--- config.mk ---
export PLATFORM = sky130hd
export DESIGN_NAME = five_way_key_debouncer_unit
export DESIGN_NICKNAME = d
export VERILOG_FILES = /design/src/hw/rtl/fwkd_pkg.sv /design/src/hw/rtl/fwkd_lane.sv /design/src/hw/rtl/fwkd_merge.sv /design/src/hw/rtl/five_way_key_debouncer_unit.sv
export VERILOG_INCLUDE_DIRS = /design/src /design/src/hw/rtl
export SDC_FILE = /design/constraint.sdc
export NUM_CORES = 1
export LEC_CHECK = 0
export ABC_AREA = 1
export BUFFER_PORTS_ARGS = -buffer_cell sky130_fd_sc_hd__buf_2
export CAP_MARGIN = 20
export CORE_ASPECT_RATIO = 0.5
export CORE_MARGIN = 2
export CORE_UTILIZATION = 40
export DETAILED_ROUTE_END_ITERATION = 8
export PLACE_DENSITY = 0.63
export SYNTH_ARGS = -nofsm -noshare
export SYNTH_HDL_FRONTEND = slang
export SYNTH_SLANG_ARGS = --single-unit
--- constraint.sdc ---
create_clock -name i_clk -period 3.5 [get_ports i_clk]
set_input_delay 0.7 -clock i_clk [delete_from_list [all_inputs] [get_ports i_clk]]
set_output_delay 0.7 -clock i_clk [all_outputs]
set_load 0.01 [all_outputs]
--- src/hw/rtl/five_way_key_debouncer_unit_macros.svh ---
// ----------------------------------------------------------------------------
// Key debouncer assertion macros
// Shared concurrent assertion shorthands on i_clk, with and without reset.
// ----------------------------------------------------------------------------
`ifndef FIVE_WAY_KEY_DEBOUNCER_UNIT_MACROS_SVH
`define FIVE_WAY_KEY_DEBOUNCER_UNIT_MACROS_SVH

// Checked only while out of reset.
`define FWKD_ASSERT(label, prop, msg) \
    label: assert property (@(posedge i_clk) disable iff (!i_rst_n) prop) else $error(msg);

// Checked on every edge, reset included.
`define FWKD_ASSERT_ALWAYS(label, prop, msg) \
    label: assert property (@(posedge i_clk) prop) else $error(msg);

`endif

--- src/hw/rtl/fwkd_pkg.sv ---
// ----------------------------------------------------------------------------
// fwkd_pkg
// Constants, types and the key priority function of the key debouncer.
// ----------------------------------------------------------------------------
`default_nettype none

package fwkd_pkg;

    localparam int NUM_KEYS     = 5;
    localparam int BUTTON_COUNT = 5;
    // lanes actually built: only real buttons below NUM_KEYS are debounced
    localparam int NUM_LANES    = (NUM_KEYS < BUTTON_COUNT) ? NUM_KEYS : BUTTON_COUNT;

    localparam int CNT_W  = 8;
    localparam int CODE_W = 3;

    localparam logic [CNT_W-1:0] THRESHOLD_RESET = 8'd4;

    // button bit positions
    localparam int BIT_LEFT   = 0;
    localparam int BIT_RIGHT  = 1;
    localparam int BIT_UP     = 2;
    localparam int BIT_DOWN   = 3;
    localparam int BIT_CENTER = 4;

    // key codes
    localparam logic [CODE_W-1:0] KEY_NONE   = 3'd0;
    localparam logic [CODE_W-1:0] KEY_CENTER = 3'd1;
    localparam logic [CODE_W-1:0] KEY_LEFT   = 3'd2;
    localparam logic [CODE_W-1:0] KEY_RIGHT  = 3'd3;
    localparam logic [CODE_W-1:0] KEY_UP     = 3'd4;
    localparam logic [CODE_W-1:0] KEY_DOWN   = 3'd5;

    // word opcodes (carried in tuser)
    localparam logic OP_TICK = 1'b0;
    localparam logic OP_READ = 1'b1;

    typedef logic [BUTTON_COUNT-1:0] t_mask;

    typedef struct packed {
        t_mask             pending_mask;
        logic [CODE_W-1:0] key_code;
    } t_result;

    // priority: center, left, right, up, down
    function automatic logic [CODE_W-1:0] key_of(input t_mask pend);
        logic [CODE_W-1:0] code;
        code = KEY_NONE;
        if (pend[BIT_CENTER])     code = KEY_CENTER;
        else if (pend[BIT_LEFT])  code = KEY_LEFT;
        else if (pend[BIT_RIGHT]) code = KEY_RIGHT;
        else if (pend[BIT_UP])    code = KEY_UP;
        else if (pend[BIT_DOWN])  code = KEY_DOWN;
        return code;
    endfunction

endpackage

`default_nettype wire

--- src/hw/rtl/fwkd_lane.sv ---
// ----------------------------------------------------------------------------
// fwkd_lane
// Integrating counter for one button; flags a latched press on a tick.
// ----------------------------------------------------------------------------
`default_nettype none

module fwkd_lane
    import fwkd_pkg::*;
(
    input  wire logic             i_clk,
    input  wire logic             i_rst_n,
    input  wire logic             i_tick,      // accepted sampling tick
    input  wire logic             i_level,     // button pressed
    input  wire logic [CNT_W-1:0] i_threshold,
    output logic                  o_set        // press latches on this tick
);

    logic [CNT_W-1:0] r_cnt;
    logic [CNT_W-1:0] n_cnt;
    logic             at_thr;

    assign at_thr = (r_cnt >= i_threshold);
    assign o_set  = i_tick && i_level && at_thr;

    always_comb begin
        n_cnt = r_cnt;
        if (i_tick) begin
            if (i_level) begin
                n_cnt = at_thr ? '0 : r_cnt + 1'b1;
            end else if (r_cnt != '0) begin
                n_cnt = r_cnt - 1'b1;
            end
        end
    end

    always_ff @(posedge i_clk) begin
        if (!i_rst_n) begin
            r_cnt <= '0;
        end else begin
            r_cnt <= n_cnt;
        end
    end

endmodule

`default_nettype wire

--- src/hw/rtl/fwkd_merge.sv ---
// ----------------------------------------------------------------------------
// fwkd_merge
// Merges lane press flags into the pending latch; priority read and clear.
// ----------------------------------------------------------------------------
`default_nettype none

`include "five_way_key_debouncer_unit_macros.svh"

module fwkd_merge
    import fwkd_pkg::*;
(
    input  wire logic  i_clk,
    input  wire logic  i_rst_n,
    input  wire logic  i_accept,  // word accepted this cycle
    input  wire logic  i_read,    // accepted word is a read
    input  wire t_mask i_set,     // lane press flags
    output t_result    o_result   // result of the current word
);

    t_mask r_pending;
    t_mask n_pending;

    always_comb begin
        n_pending = (i_read == OP_READ) ? '0 : (r_pending | i_set);
        o_result.pending_mask = n_pending;
        o_result.key_code     = (i_read == OP_READ) ? key_of(r_pending) : KEY_NONE;
    end

    always_ff @(posedge i_clk) begin
        if (!i_rst_n) begin
            r_pending <= '0;
        end else if (i_accept) begin
            r_pending <= n_pending;
        end
    end

    `FWKD_ASSERT(a_read_clears, (i_accept && i_read) |=> (r_pending == '0), "read left pending bits")
    `FWKD_ASSERT(a_tick_no_key, (!i_read) |-> (o_result.key_code == KEY_NONE), "key on tick")
    `FWKD_ASSERT(a_tick_keeps, (i_accept && !i_read) |=> ((r_pending & $past(r_pending)) == $past(r_pending)), "tick dropped a pending bit")
    `FWKD_ASSERT(a_key_pending, (o_result.key_code != KEY_NONE) |-> (r_pending != '0), "key without pending bit")

endmodule

`default_nettype wire

--- src/hw/rtl/five_way_key_debouncer_unit.sv ---
// ----------------------------------------------------------------------------
// five_way_key_debouncer_unit
// Five-button navigation key debouncer with integrating counters.
// ----------------------------------------------------------------------------
// Takes one word per clock while the output register can take it and returns
// one result word per input word, in order, through the output register. A tick word
// (tuser = 0) samples the button levels: each pressed button's 8-bit counter
// counts up until it equals press_threshold, the next pressed tick latches
// the button's pending bit and zeroes the counter; released buttons count
// down to zero. A read word (tuser = 1) returns the highest-priority pending
// key (center, left, right, up, down) and clears all pending bits. Every
// result also carries the pending mask after the word. The five counters run
// as parallel lanes and a merge stage updates the pending latch, so the rate
// is one word per cycle, limited only by the output register draining.
// press_threshold sits at APB byte address 0 and must be written only while idle; the block does not enforce this.
// ----------------------------------------------------------------------------
`default_nettype none

module five_way_key_debouncer_unit
    import fwkd_pkg::*;
(
    input  wire logic        i_clk,
    input  wire logic        i_rst_n,
    // input stream
    input  wire logic        s_axis_tvalid,
    output logic             s_axis_tready,
    input  wire logic [7:0]  s_axis_tdata,   // [4:0] buttons_level, [7:5] zero
    input  wire logic        s_axis_tuser,   // [0] opcode
    // output stream
    output logic             m_axis_tvalid,
    input  wire logic        m_axis_tready,
    output logic [7:0]       m_axis_tdata,   // [2:0] key_code, [7:3] pending_mask
    // APB config
    input  wire logic        psel,
    input  wire logic        penable,
    input  wire logic        pwrite,
    input  wire logic [2:0]  paddr,
    input  wire logic [31:0] pwdata,
    output logic [31:0]      prdata,
    output logic             pready
);

    logic [CNT_W-1:0] r_threshold;
    logic             accept;
    logic             tick;
    t_mask            set_mask;
    t_result          result;
    logic             r_out_valid;
    t_result          r_out;

    // ---------------- configuration ----------------
    assign pready = 1'b1;
    assign prdata = (paddr[2] == 1'b0) ? {{(32-CNT_W){1'b0}}, r_threshold} : '0;

    always_ff @(posedge i_clk) begin
        if (!i_rst_n) begin
            r_threshold <= THRESHOLD_RESET;
        end else if (psel && penable && pwrite && pready && (paddr[2] == 1'b0)) begin
            r_threshold <= pwdata[CNT_W-1:0];
        end
    end

    // ---------------- handshake ----------------
    // output register frees up in the same cycle it drains
    assign s_axis_tready = !r_out_valid || m_axis_tready;
    assign accept        = s_axis_tvalid && s_axis_tready;
    assign tick          = accept && (s_axis_tuser == OP_TICK);

    // ---------------- counter lanes ----------------
    genvar g;
    generate
        for (g = 0; g < BUTTON_COUNT; g++) begin : g_lane
            if (g < NUM_LANES) begin : g_on
                fwkd_lane u_lane (
                    .i_clk       (i_clk),
                    .i_rst_n     (i_rst_n),
                    .i_tick      (tick),
                    .i_level     (s_axis_tdata[g]),
                    .i_threshold (r_threshold),
                    .o_set       (set_mask[g])
                );
            end else begin : g_off
                // button not debounced: never latches
                assign set_mask[g] = 1'b0;
            end
        end
    endgenerate

    // ---------------- merge / pending latch ----------------
    fwkd_merge u_merge (
        .i_clk    (i_clk),
        .i_rst_n  (i_rst_n),
        .i_accept (accept),
        .i_read   (s_axis_tuser),
        .i_set    (set_mask),
        .o_result (result)
    );

    // ---------------- output register ----------------
    always_ff @(posedge i_clk) begin
        if (!i_rst_n) begin
            r_out_valid <= 1'b0;
        end else if (s_axis_tready) begin
            r_out_valid <= s_axis_tvalid;
        end
    end

    always_ff @(posedge i_clk) begin
        if (accept) begin
            r_out <= result;
        end
    end

    assign m_axis_tvalid = r_out_valid;
    assign m_axis_tdata  = r_out;

endmodule

`default_nettype wire

### Word-level counts from Yosys, hierarchy flattened

Index checks and enable logic that the tools add are counted.

* register bits: 62
* output and inout port bits: 43
* word-level logic and storage cells: 86

* $add $sub $neg: 10
* $lt $le $gt $ge: 5
* mux-type cells: 22
* bitwise gates (word level): 3
* reduce and logical (&&, ||, !) cells: 34

Operator list (number)
* $mux W8: 16
* $add A8 B1 Y8 const B: 5
* $ge A8 B8 Y1: 5
* $reduce_bool A8 Y1: 5
* $sub A8 B1 Y8 const B: 5
* $logic_and A1 B1 Y1: 15
* $reduce_and A2 Y1: 5
* $reduce_bool A2 Y1: 5
* $mux W3: 2
* $mux W5: 1
* $or A5 B5 Y5: 1
* $mux W2: 2
* $reduce_or A4 Y1: 1
* $not A1 Y1: 2
* $reduce_or A2 Y1: 1
* $logic_not A1 Y1: 1
* $logic_or A1 B1 Y1: 1
* $mux W1: 1

### Logic depth before layout (Yosys ltp)

Gate-level depths: netlist of run 1.

* depth after elaboration: 8
* mapped depth: 13
* mapped depth without buffers: 13

### Hierarchy

Synthesis of run 1 repeated with hierarchy kept, for this count alone.

* cell total of the unflattened synthesis: 833
* area, all modules: 5581.6 um^2

By module, submodules not included
* fwkd_lane: instances 5, cells each 136, area each 874.6 um^2, sequential area each 160.2 um^2
* five_way_key_debouncer_unit: instances 1, cells each 113, area each 944.7 um^2, sequential area each 420.4 um^2
* fwkd_merge: instances 1, cells each 40, area each 264.0 um^2, sequential area each 100.1 um^2

### Worst setup path after synthesis of run 1

OpenSTA, ideal clock, no wires.

* path kind: in2reg
* start point: input s_axis_tvalid
* end point: register g_lane[3].g_on.u_lane.r_cnt[4]
* arrival: 1718 ps
* required time: 3378 ps
* slack: 1660 ps
* stages: 8
* cells stage by stage: inv_1 a21oi_4 nand2_4 a31oi_2 buf_6 inv_2 a21oi_1 a21oi_1

* longest elaborated chain between the ends: 3

Ends and longest elaborated chain
* from (decl): line five_way_key_debouncer_unit.sv:25 `input wire logic s_axis_tvalid,`
* $logic_and A1 B1 Y1: line five_way_key_debouncer_unit.sv:66 `assign accept = s_axis_tvalid && s_axis_tready;`
* $logic_and A1 B1 Y1: line five_way_key_debouncer_unit.sv:67 `assign tick = accept && (s_axis_tuser == OP_TICK);`
* $reduce_and A2 Y1 (no source line)
* to (signal assigned): line fwkd_lane.sv:40 `r_cnt <= n_cnt;`
* to (decl): line fwkd_lane.sv:18 `logic [CNT_W-1:0] r_cnt;`

Every way passes these cells.
A chain may end at the register's enable or synchronous reset.

### Worst setup path in the final report of run 1

* start point: input s_axis_tvalid
* end point: register g_lane[2].g_on.u_lane.r_cnt[3]

* longest elaborated chain between the ends: 3

Ends and longest elaborated chain (line)
* $logic_and A1 B1 Y1: five_way_key_debouncer_unit.sv:66
* $logic_and A1 B1 Y1: five_way_key_debouncer_unit.sv:67
* $reduce_and A2 Y1 (no source line)
* to (signal assigned): fwkd_lane.sv:40
* to (decl): fwkd_lane.sv:18

Every way passes these cells.

==> results.json, run 1 <==
{
  "status": "finished clean",
  "htreeDepth": 3,
  "final_area_um2": 5570,
  "cts_resized": 0,
  "ys_seq_area_share_pct": 26.15,
  "syn_inst": 749,
  "slew_viol_final": 0,
  "dieWidth_um": 162.9,
  "track_usage_pct": 19.05,
  "grt_pass1_vias": 4486,
  "insertion_delay_ps": 340,
  "grt_max_degree": 32,
  "synth_fa_ha_area_share_pct": 13.62,
  "hold_buffers": 0,
  "achievable-frequency_mhz": 455.7,
  "skew_ps": 8.211,
  "synth_top_family_by_area": "simple AND/OR/NAND/NOR gates",
  "async_flop_share_pct": 0,
  "instances_no_fill": 952,
  "arrival_ps": 2450,
  "ios": 94,
  "area_growth_pct": 10.25,
  "synth_top_cell_by_area": "dfxtp_1",
  "fin_crit_sh_pct": 62.69,
  "wl_met3_um": 484,
  "placed_cells": 936,
  "die_area_um2": 13600,
  "drive_gt1_share_pct": 10.55,
  "setup-violations-final": 0,
  "nets": 888,
  "setup.worst_path.end_class": "flip-flop",
  "path_depth": 8,
  "avgViaCountPerCell": 4.993,
  "postPlaceCellArea_um2": 5271,
  "slew-limit-headroom_pct": 57.81,
  "r2r-end": "g_lane[2].g_on.u_lane.r_cnt[3]",
  "clockBufferDepth": 2,
  "firstDrtPassIters": 5,
  "path_cells": "buf_2 -> inv_1 -> a21oi_4 -> nand2_4 -> a31oi_2 -> nand2_1 -> nand2_1 -> nor3b_1",
  "slowest_stage": "a31oi_2",
  "syn_area_per_cell_um2": 6.745,
  "drc": 0,
  "path_buf_inv": 2,
  "pwr_density_cell_nw_per_um2": 423.2,
  "path_delay_family": "compound AO/OA/AOI/OAI gates",
  "crit_top_cell": "nand2_1",
  "r2r_setup_slack_ps": 1420,
  "finalPower_w": 0.002358,
  "path_max_fanout": 14,
  "rsz0062_at_grt": "false",
  "fp.dieH_um": 83.47,
  "postCtsSetupRepairBufs": 0,
  "place_congestion": 0.8641,
  "ys_dominant_reg_cell": "dfxtp_1",
  "detail-route-antenna-nets": 0,
  "antenna_found_initial": 0,
  "peakVddDrop_mv": 0.1818,
  "cts_sinks": 62,
  "yosysTopAreaCellShare_pct": 21.40,
  "synth.distinct_cells": 39,
  "start_util_pct": 41.92,
  "routed_wl_um": 12330,
  "synth.ff_latch_count": 62,
  "reg2reg_depth": 6,
  "period_minus_slack_ps": 2194,
  "fp.coreArea_um2": 12050,
  "leakagePower_nw": 2.649,
  "synth_mux_area_share_pct": 0,
  "rr_startpoint": "m_axis_tvalid",
  "syn-cell-area_um2": 5052,
  "hpwl_um": 8945,
  "wl_met2_um": 5660,
  "highest_layer": "met4",
  "yosys.area_share.simple_pct": 26.60,
  "path_clk_slew_ps": 60,
  "drv_cap": 0,
  "cts_tree": "yes",
  "fp-row-count": 28,
  "worst_setup_path_start_kind": "input port",
  "hold_viol_final": 0,
  "drt-initial-drc-count": 230,
  "slowest_delay_ps": 580,
  "crit_required_ps": 3750,
  "overflow": 0,
  "setup_tns_ps": 0,
  "ys_warn_count": 0,
  "vias": 4753,
  "diodes": 0,
  "min_path_type": "flip-flop to flip-flop",
  "synthXorXnorAreaFrac_pct": 3.294,
  "synth.area.top_cells": "dfxtp_1, ha_1, nand2_1",
  "endpoint": "g_lane[2].g_on.u_lane.r_cnt[3]",
  "synth-edff-count": 8,
  "startpoint": "s_axis_tvalid",
  "portBuffers": 39,
  "wirelength_met1_um": 6041,
  "grt_first_pass_wirelength_um": 21000,
  "wl_per_cell_um": 12.95,
  "crit_type": "input port to flip-flop",
  "cts_made_buffers": 9,
  "utilization_pct": 46.22,
  "synth_compound_area_share_pct": 17.58,
  "worst_slew_pin_slew_ps": 630.8,
  "clockRootBuffer": "clkbuf_16"
}
-- worst min-delay path by stage --
stage | start | endpoint | slack [ps] | depth (start not counted)
floorplan | g_lane[4].g_on.u_lane.r_cnt[0] | g_lane[4].g_on.u_lane.r_cnt[0] | 470 | 2
global placement | g_lane[0].g_on.u_lane.r_cnt[0] | g_lane[0].g_on.u_lane.r_cnt[0] | 490 | 2
detailed placement | g_lane[4].g_on.u_lane.r_cnt[0] | g_lane[4].g_on.u_lane.r_cnt[0] | 490 | 2
CTS | g_lane[4].g_on.u_lane.r_cnt[0] | g_lane[4].g_on.u_lane.r_cnt[0] | 500 | 2
global route | g_lane[4].g_on.u_lane.r_cnt[0] | g_lane[4].g_on.u_lane.r_cnt[0] | 530 | 2
finish | g_lane[4].g_on.u_lane.r_cnt[0] | g_lane[4].g_on.u_lane.r_cnt[0] | 500 | 2
-- per-stage QoR --
stage / setup WS [ps] / hold WS (ps)
after floorplan: 1660 / 467.7
after global placement: 1009 / 492.3
after detailed placement: 952.5 / 493.4
after CTS: 1303 / 504.7
after global routing: 1103 / 529.4
final: 1306 / 503.3
-- where the power goes --
part / switching (W) / internal, W / total [W]
sequential: 0.0000699 / 0.000768 / 0.000838
clock: 0.000359 / 0.000552 / 0.000911
combinational: 0.000380 / 0.000229 / 0.000608
total: 0.000809 / 0.00155 / 0.00236
-- area by class of cell --
class | instances | area (µm²)
Timing Repair Buffer | 40 | 202.7
Multi-Input combinational cell | 575 | 3181
Tap cell | 165 | 206.4
Fill cell | 1252 | 6481
Clock buffer | 9 | 225.2
Sequential cell | 62 | 1321
Clock inverter | 7 | 73.82
Inverter | 94 | 360.3
-- placed cells by master (no fill, tap or decap), drive strengths merged --
| cell type | count |
|---|---|
| ha | 55 |
| nand3 | 32 |
| nand3b | 8 |
| a31oi | 9 |
| xor2 | 18 |
| a2111oi | 1 |
| and3 | 1 |
| clkinvlp | 4 |
| nand4 | 6 |
| o21bai | 1 |
| a21oi | 83 |
| nor3 | 10 |
| or2 | 7 |
| bufinv | 1 |
| nor3b | 7 |
| nor2 | 89 |
| clkinv | 2 |
| buf | 40 |
| o21a | 5 |
| edfxtp | 8 |
| o21ai | 59 |
| nand2 | 155 |
| inv | 94 |
| conb | 25 |
| o211ai | 3 |
| clkbuf | 9 |
| xnor2 | 1 |
| dfxtp | 54 |
-- synth_stat cells, types with 2 or more instances --
cell      number
nand2_1      153
nor2_1        86
inv_1         83
a21oi_1       82
ha_1          55
dfxtp_1       54
o21ai_0       33
nand3_1       32
buf_4         25
o21ai_1       24
xor2_1        18
nor3_1        10
inv_2          9
clkbuf_1       8
edfxtp_1       8
nand3b_1       8
nor3b_1        7
a31oi_1        6
nand4_1        6
buf_2          5
o21a_1         5
or2_2          5
a31oi_2        3
buf_6          3
nor2_2         3
o211ai_1       3
conb_1         2
or2_1          2
-- worst min-delay path: stages, from the launching register on --
cell and delay, ps:
dfxtp_1 330, nand2_1 70, a21oi_1 50
-- flip-flops by register name, indices dropped and copies added (netlist names) --
signal	cells
r_threshold	8
m_axis_tvalid	1
u_merge.r_pending	5
m_axis_tdata	8
g_lane.g_on.u_lane.r_cnt	40
-- layer usage --
metal	global-route usage (%)	up-vias
li1	-	2474
met3	3.974	12
met1	23.85	2168
met2	33.32	99
met4	4.907	0
met5	0	-
-- cell families after synthesis --
logic type | count (synthesis)
AOI/OAI and AO/OA | 161
xor gates and xnor gates | 19
adders and majority gates | 55
buffers and inverters | 135
DFF | 62
other | 2
and+or+nand+nor | 315
(Power assumes the default switching activity.)
==> inputs of run 2 (changes only) <==
Settings changed: ABC_AREA 1 to 0, PLACE_DENSITY 0.63 to 0.65.
Clock period 3.5 ns to 1.9 ns, I/O delays scaled along.
==> run 2 against run 1 <==
  * The flow now finishes with violations (negative setup slack)
  * Count of clock-buffer cells in the layout unchanged
  * Register-to-register slack worse by 1600 ps
  * Non-clock buffer count rose by 113
  * Clock power rose by 76%
  * Via count is 16% higher
  * Clock skew decreased by 1.7 ps
  * Synthesized cell count is 12% lower
  * Core utilization grew 10 points
  * Area after synthesis rose by 1.9%
  * Die area increased by 1.8%
  * Critical path type is now flip-flop to flip-flop
==> results.json, run 2 <==
{
  "status": "finished with violations",
  "violations": "negative setup slack",
  "placed_cells": 931,
  "cts_sinks": 62,
  "portBuffers": 39,
  "yosysTopAreaCellShare_pct": 21.00,
  "path_buf_inv": 2,
  "finalPower_w": 0.006391,
  "path_cells": "inv_4 -> buf_4 -> ha_2 -> o21ai_2 -> o21bai_2 -> a311oi_2 -> or3b_4 -> a32oi_2",
  "skew_ps": 6.474,
  "crit_required_ps": 2160,
  "synth.ff_latch_count": 62,
  "diodes": 0,
  "largest_reg_flops": 40,
  "hpwl_um": 11290,
  "drive_gt1_share_pct": 34.72,
  "top_register": "g_lane.g_on.u_lane.r_cnt",
  "pwr_density_cell_nw_per_um2": 893.1,
  "setup.worst_path.end_class": "flip-flop",
  "yosys.area_share.simple_pct": 26.08,
  "crit_type": "flip-flop to flip-flop",
  "cts_tree": "yes",
  "detail-route-antenna-nets": 0,
  "achievable-frequency_mhz": 475.6,
  "fp.coreArea_um2": 12630,
  "grt_pass1_vias": 5179,
  "synth_top_family_by_area": "simple AND/OR/NAND/NOR gates",
  "routed_wl_um": 16130,
  "ys_dominant_reg_cell": "dfxtp_1",
  "grt_first_pass_wirelength_um": 25310,
  "layout_commonest_cell": "buf_4",
  "syn_area_per_cell_um2": 7.837,
  "slowest_delay_ps": 420,
  "arrival_ps": 2360,
  "wl_per_cell_um": 16.77,
  "cts_made_buffers": 9,
  "utilization_pct": 56.67,
  "peakVddDrop_mv": 0.4256,
  "synth.area.top_cells": "dfxtp_1, ha_1, edfxtp_1",
  "start_util_pct": 40.77,
  "hp-start": "pwdata[2]",
  "synth_top_cell_by_area": "dfxtp_1",
  "antenna_found_initial": 0,
  "leakagePower_nw": 2.970,
  "insertion_delay_ps": 340,
  "worst_setup_path_start_kind": "flip-flop",
  "r2r_setup_slack_ps": -200,
  "vias": 5496,
  "instances_no_fill": 962,
  "fp.dieH_um": 84.23,
  "slowest_stage": "or3b_4",
  "syn_inst": 657,
  "synth.most_common_cell": "nand2_1",
  "fin_hold_ws_ps": 265.0,
  "synth_compound_area_share_pct": 21.09,
  "avgViaCountPerCell": 5.713,
  "die_area_um2": 13850,
  "syn-cell-area_um2": 5149,
  "hold_end": "r_threshold[2]",
  "setup_slack_ps": -202.7,
  "overflow": 0,
  "reg2reg_depth": 8,
  "min_path_type": "input port to flip-flop",
  "synth_fa_ha_area_share_pct": 13.37,
  "nets": 893,
  "synth-edff-count": 8,
  "yosys-top-cells-count": "nand2_1, ha_1, dfxtp_1",
  "slew_viol_final": 0,
  "final_area_um2": 7156,
  "period_minus_slack_ps": 2103,
  "path_clk_slew_ps": 50,
  "track_usage_pct": 23.03,
  "clockRootBuffer": "clkbuf_16",
  "path_max_fanout": 5,
  "grt_max_degree": 19,
  "drc": 0,
  "hold_viol_final": 0,
  "async_flop_share_pct": 0,
  "hold_path_depth": 3,
  "fp-row-count": 29,
  "ys_warn_count": 0,
  "r2r-end": "g_lane[2].g_on.u_lane.r_cnt[7]",
  "rr_startpoint": "r_threshold[3]",
  "rsz0062_at_grt": "true",
  "area_growth_pct": 38.98,
  "ios": 94,
  "fin_crit_sh_pct": 110.7,
  "synth_mux_area_share_pct": 0.4131,
  "synthXorXnorAreaFrac_pct": 3.742,
  "most-common-layout-cells": "buf_4, nand2_1, nor2_1",
  "clockBufferDepth": 2,
  "firstDrtPassIters": 5,
  "ys_seq_area_share_pct": 25.66,
  "path_delay_family": "compound AO/OA/AOI/OAI gates",
  "dieWidth_um": 164.4,
  "htreeDepth": 3,
  "synth.distinct_cells": 75,
  "postPlaceCellArea_um2": 6086,
  "drv_cap": 0,
  "setup-violations-final": 34,
  "drt-initial-drc-count": 365,
  "place_congestion": 0.9115
}
==> run 2: cell types whose count changed after synthesis, sizes merged, moves of 10 or more <==
cell / previous run / this run
clkbuf: 8 / 29
xnor2: 1 / 17
nor2: 89 / 53
inv: 93 / 39
nor4: 0 / 13
and3: 1 / 17
o21ai: 59 / 26
nand2: 155 / 61
nor2b: 0 / 10
a21oi: 83 / 47
xor2: 18 / 5
==> run 2: layout make-up <==
class	instances	area, µm²
Clock buffer	9	225.2
Clock inverter	7	55.05
Fill cell	1091	5472
Inverter	39	173.9
Multi-Input combinational cell	522	4043
Sequential cell	62	1344
Tap cell	170	212.7
Timing Repair Buffer	153	1102
==> run 2: tightest hold or removal path, delay by kind of cell <==
| kind | cells | cell delay, ps |
|---|---|---|
| compound gates | 1 | 70 |
| simple gates | 1 | 40 |
| buf+inv | 1 | 80 |
==> run 2: cells by family after synthesis <==
family                     count (synthesis)
AOI/OAI and AO/OA                        163
and+or+nand+nor                          255
buffers and inverters                     96
other                                      2
xor gates and xnor gates                  22
adders and majority gates                 55
muxes                                      2
DFF                                       62
==> run 2: where the power goes <==
part	switching, W	leakage (nW)	internal, W
registers	0.000153	0.526	0.00148
clock network	0.000609	0.139	0.000991
logic	0.00163	2.30	0.00152
total	0.00239	2.97	0.00400
==> run 2: worst max-delay path by stage <==
stage | startpoint | to | slack, ps | cells after the start
6_report | r_threshold[3] | g_lane[2].g_on.u_lane.r_cnt[7] | -200 | 8
2_1_floorplan | g_lane[3].g_on.u_lane.r_cnt[0] | g_lane[3].g_on.u_lane.r_cnt[7] | -80 | 7
5_1_grt | r_threshold[3] | g_lane[2].g_on.u_lane.r_cnt[7] | -260 | 8
3_5_place_dp | r_threshold[2] | g_lane[2].g_on.u_lane.r_cnt[7] | -270 | 8
3_3_place_gp | r_threshold[2] | g_lane[2].g_on.u_lane.r_cnt[7] | -230 | 8
4_1_cts | g_lane[3].g_on.u_lane.r_cnt[0] | g_lane[3].g_on.u_lane.r_cnt[7] | -150 | 7
==> run 2: repair_timing <==
item                       4_1_cts  5_1_grt
setup buffers                    8        7
pin swaps                       40       31
hold buffers                     0        0
resized for setup               79       63
setup endpoints to repair       49       49
gates cloned                     1        0
==> run 2: through the flow <==
stage,setup slack [ps],setup TNS (ps)
2_1_floorplan,-83.63,-255.0
3_3_place_gp,-227.1,-6025
3_5_place_dp,-265.3,-7010
4_1_cts,-148.1,-1161
5_1_grt,-260.1,-4796
6_report,-202.7,-1913
==> run 2: metal layers <==
| metal | vias up | GRT usage, % | wire (µm) |
|---|---|---|---|
| li1 | 2626 | - | - |
| met1 | 2600 | 28.55 | 6989 |
| met2 | 226 | 40.02 | 7725 |
| met3 | 44 | 4.743 | 991 |
| met4 | 0 | 7.747 | 424 |
| met5 | - | 0 | 0 |
==> inputs of run 3 (changes only) <==
Settings changed: CELL_PAD_IN_SITES_DETAIL_PLACEMENT set to 1, CELL_PAD_IN_SITES_GLOBAL_PLACEMENT set to 1, CORE_UTILIZATION 40 to 30, PLACE_DENSITY 0.65 to 0.66.
==> run 3 against run 2 <==
  * The run still ends with negative setup slack left
  * Via count up 1.8%
  * Cell area up 3.9%
  * Clock skew is 6.3 ps higher
  * Die area rose by 32%
  * First-iteration DRC count fell by 5.2%
  * Routed wire length grew 24%
  * Cell count is 6.8% higher
  * Sequential share of layout area is 0.68 points lower
  * Flip-flop and latch count unchanged
  * Worst setup slack gained 17 ps
  * Global-route usage shrank 2.2 points
  * Total power rose by 6.8%
==> results.json, run 3 (same netlist as run 2, synthesis figures left out) <==
{
  "status": "finished with violations",
  "violations": "negative setup slack",
  "track_usage_pct": 20.81,
  "cts_sinks": 62,
  "antenna_found_initial": 0,
  "htreeDepth": 3,
  "die_area_um2": 18290,
  "largest_reg_flops": 40,
  "portBuffers": 39,
  "wl_per_cell_um": 19.51,
  "peakVddDrop_mv": 0.6125,
  "arrival_ps": 2310,
  "drc": 0,
  "fin_crit_sh_pct": 109.8,
  "combPwrFrac_pct": 50.1,
  "p_sw_share_pct": 39.31,
  "min_path_type": "input port to flip-flop",
  "final_area_um2": 7433,
  "pwr-share-seq_pct": 24.2,
  "most-common-layout-cells": "buf_4, nand2_1, nor2_1",
  "path_delay_family": "buffers and inverters",
  "setup_slack_ps": -185.3,
  "drv_cap": 0,
  "crit_type": "flip-flop to flip-flop",
  "p_clk_share_pct": 25.7,
  "drive_gt1_share_pct": 36.88,
  "crit_required_ps": 2120,
  "hpwl_um": 13190,
  "fp-row-count": 33,
  "setup-violations-final": 41,
  "crit_top_cell": "buf_6",
  "diodes": 0,
  "period_minus_slack_ps": 2085,
  "worst_slew_pin_slew_ps": 700.8,
  "overflow": 0,
  "pwr_density_cell_nw_per_um2": 918.4,
  "path_clk_slew_ps": 70,
  "internal_power_w": 0.004143,
  "path_cells": "clkinvlp_4 -> buf_6 -> ha_4 -> and4_4 -> o2bb2ai_4 -> a31oi_4 -> buf_6 -> buf_6 -> buf_6 -> a32oi_1 -> o22ai_1",
  "start_util_pct": 31.02,
  "nets": 901,
  "ios": 94,
  "dieWidth_um": 189.3,
  "slew_viol_final": 0,
  "fin_hold_ws_ps": 266.5,
  "grt_first_pass_wirelength_um": 30650,
  "hold_buffers": 0,
  "drt-initial-drc-count": 346,
  "avgViaCountPerCell": 5.447,
  "cts_made_buffers": 9,
  "area_growth_pct": 44.37,
  "path_max_fanout": 5,
  "p_switching_w": 0.002684,
  "setup_tns_ps": -3169,
  "grt_max_degree": 21,
  "cts_tree": "yes",
  "achievable-frequency_mhz": 479.6,
  "insertion_delay_ps": 350,
  "firstDrtPassIters": 4,
  "slowest_delay_ps": 350,
  "setup.worst_path.end_class": "flip-flop",
  "clockRootBuffer": "clkbuf_16",
  "layout_commonest_cell": "buf_4",
  "routed_wl_um": 20040,
  "slew-limit-headroom_pct": 53.11,
  "rsz0062_at_grt": "true",
  "place_congestion": 0.8530,
  "hold_viol_final": 0,
  "top_register": "g_lane.g_on.u_lane.r_cnt",
  "fp.dieH_um": 96.64,
  "postPlaceCellArea_um2": 6230,
  "skew_ps": 12.73,
  "leakagePower_nw": 3.044,
  "slowest_stage": "dfxtp_2",
  "clockBufferDepth": 2,
  "worst_setup_path_start_kind": "flip-flop",
  "path_buf_inv": 5,
  "vias": 5594,
  "detail-route-antenna-nets": 0,
  "fp.coreArea_um2": 16600,
  "grt_pass1_vias": 5818
}
-- run 3: cell count changes in the layout (fill, tap and decap cells not counted), sizes merged --
cell,previous run,this run
buf,153,161
clkinv,6,3
inv,39,41
clkinvlp,0,1
-- run 3: stage by stage --
stage	power [W]	worst slack [ps]	std cells	util (%)
after floorplan	0.003262	-83.63	680	-
after global placement	0.004058	-289.2	996	37.53
after detailed placement	0.004138	-302.7	996	37.53
after CTS	0.006442	-186.5	1025	43.28
after global routing	0.007165	-249.1	1027	44.78
final	0.006827	-185.3	1027	44.78
-- run 3: area by class of cell --
cell class | count | area, µm²
fillers | 1963 | 9165
multi-input cells | 522 | 4118
flip-flops and latches | 62 | 1345
repair buffers | 161 | 1212
well taps | 227 | 284.0
clock buffers | 9 | 225.2
inverters | 39 | 170.2
clock inverters | 7 | 78.83
-- run 3: worst paths after layout --
path | start | end | slack (ps) | depth (start not counted)
worst max-delay path | r_threshold[5] | g_lane[1].g_on.u_lane.r_cnt[5] | -190 | 11
worst min-delay path | pwdata[5] | r_threshold[5] | 270 | 3
worst max register to register | r_threshold[5] | g_lane[1].g_on.u_lane.r_cnt[5] | -190 | 11
worst min register to register | r_threshold[6] | r_threshold[6] | 470 | 2
-- run 3: power by group through the flow --
stage / combinational, W / sequential [W] / clock (W)
detailed placement: 0.00249 / 0.00165 / 0
floorplan: 0.00161 / 0.00165 / 0
global placement: 0.00242 / 0.00164 / 0
CTS: 0.00305 / 0.00164 / 0.00175
global route: 0.00367 / 0.00167 / 0.00183
finish: 0.00342 / 0.00165 / 0.00176
-- run 3: repair_timing --
item | CTS | global route
setup endpoints to repair | 49 | 49
resized for setup | 113 | 48
setup buffers | 13 | 3
pin swaps | 53 | 44
cloned | 1 | 0
-- run 3: per-layer routing --
layer / share of wire [%] / vias up / wire length, µm / track usage (%)
li1: - / 2633 / - / -
met1: 45 / 2806 / 8974 / 25.85
met2: 50 / 119 / 10090 / 37.39
met3: 2.8 / 36 / 569 / 3.193
met4: 2.0 / 0 / 401 / 5.605
met5: 0 / - / 0 / 0
-- run 3: tightest hold or removal path: stages --
cell and delay, ps:
buf_2 90, nand2_1 50, a21oi_1 50
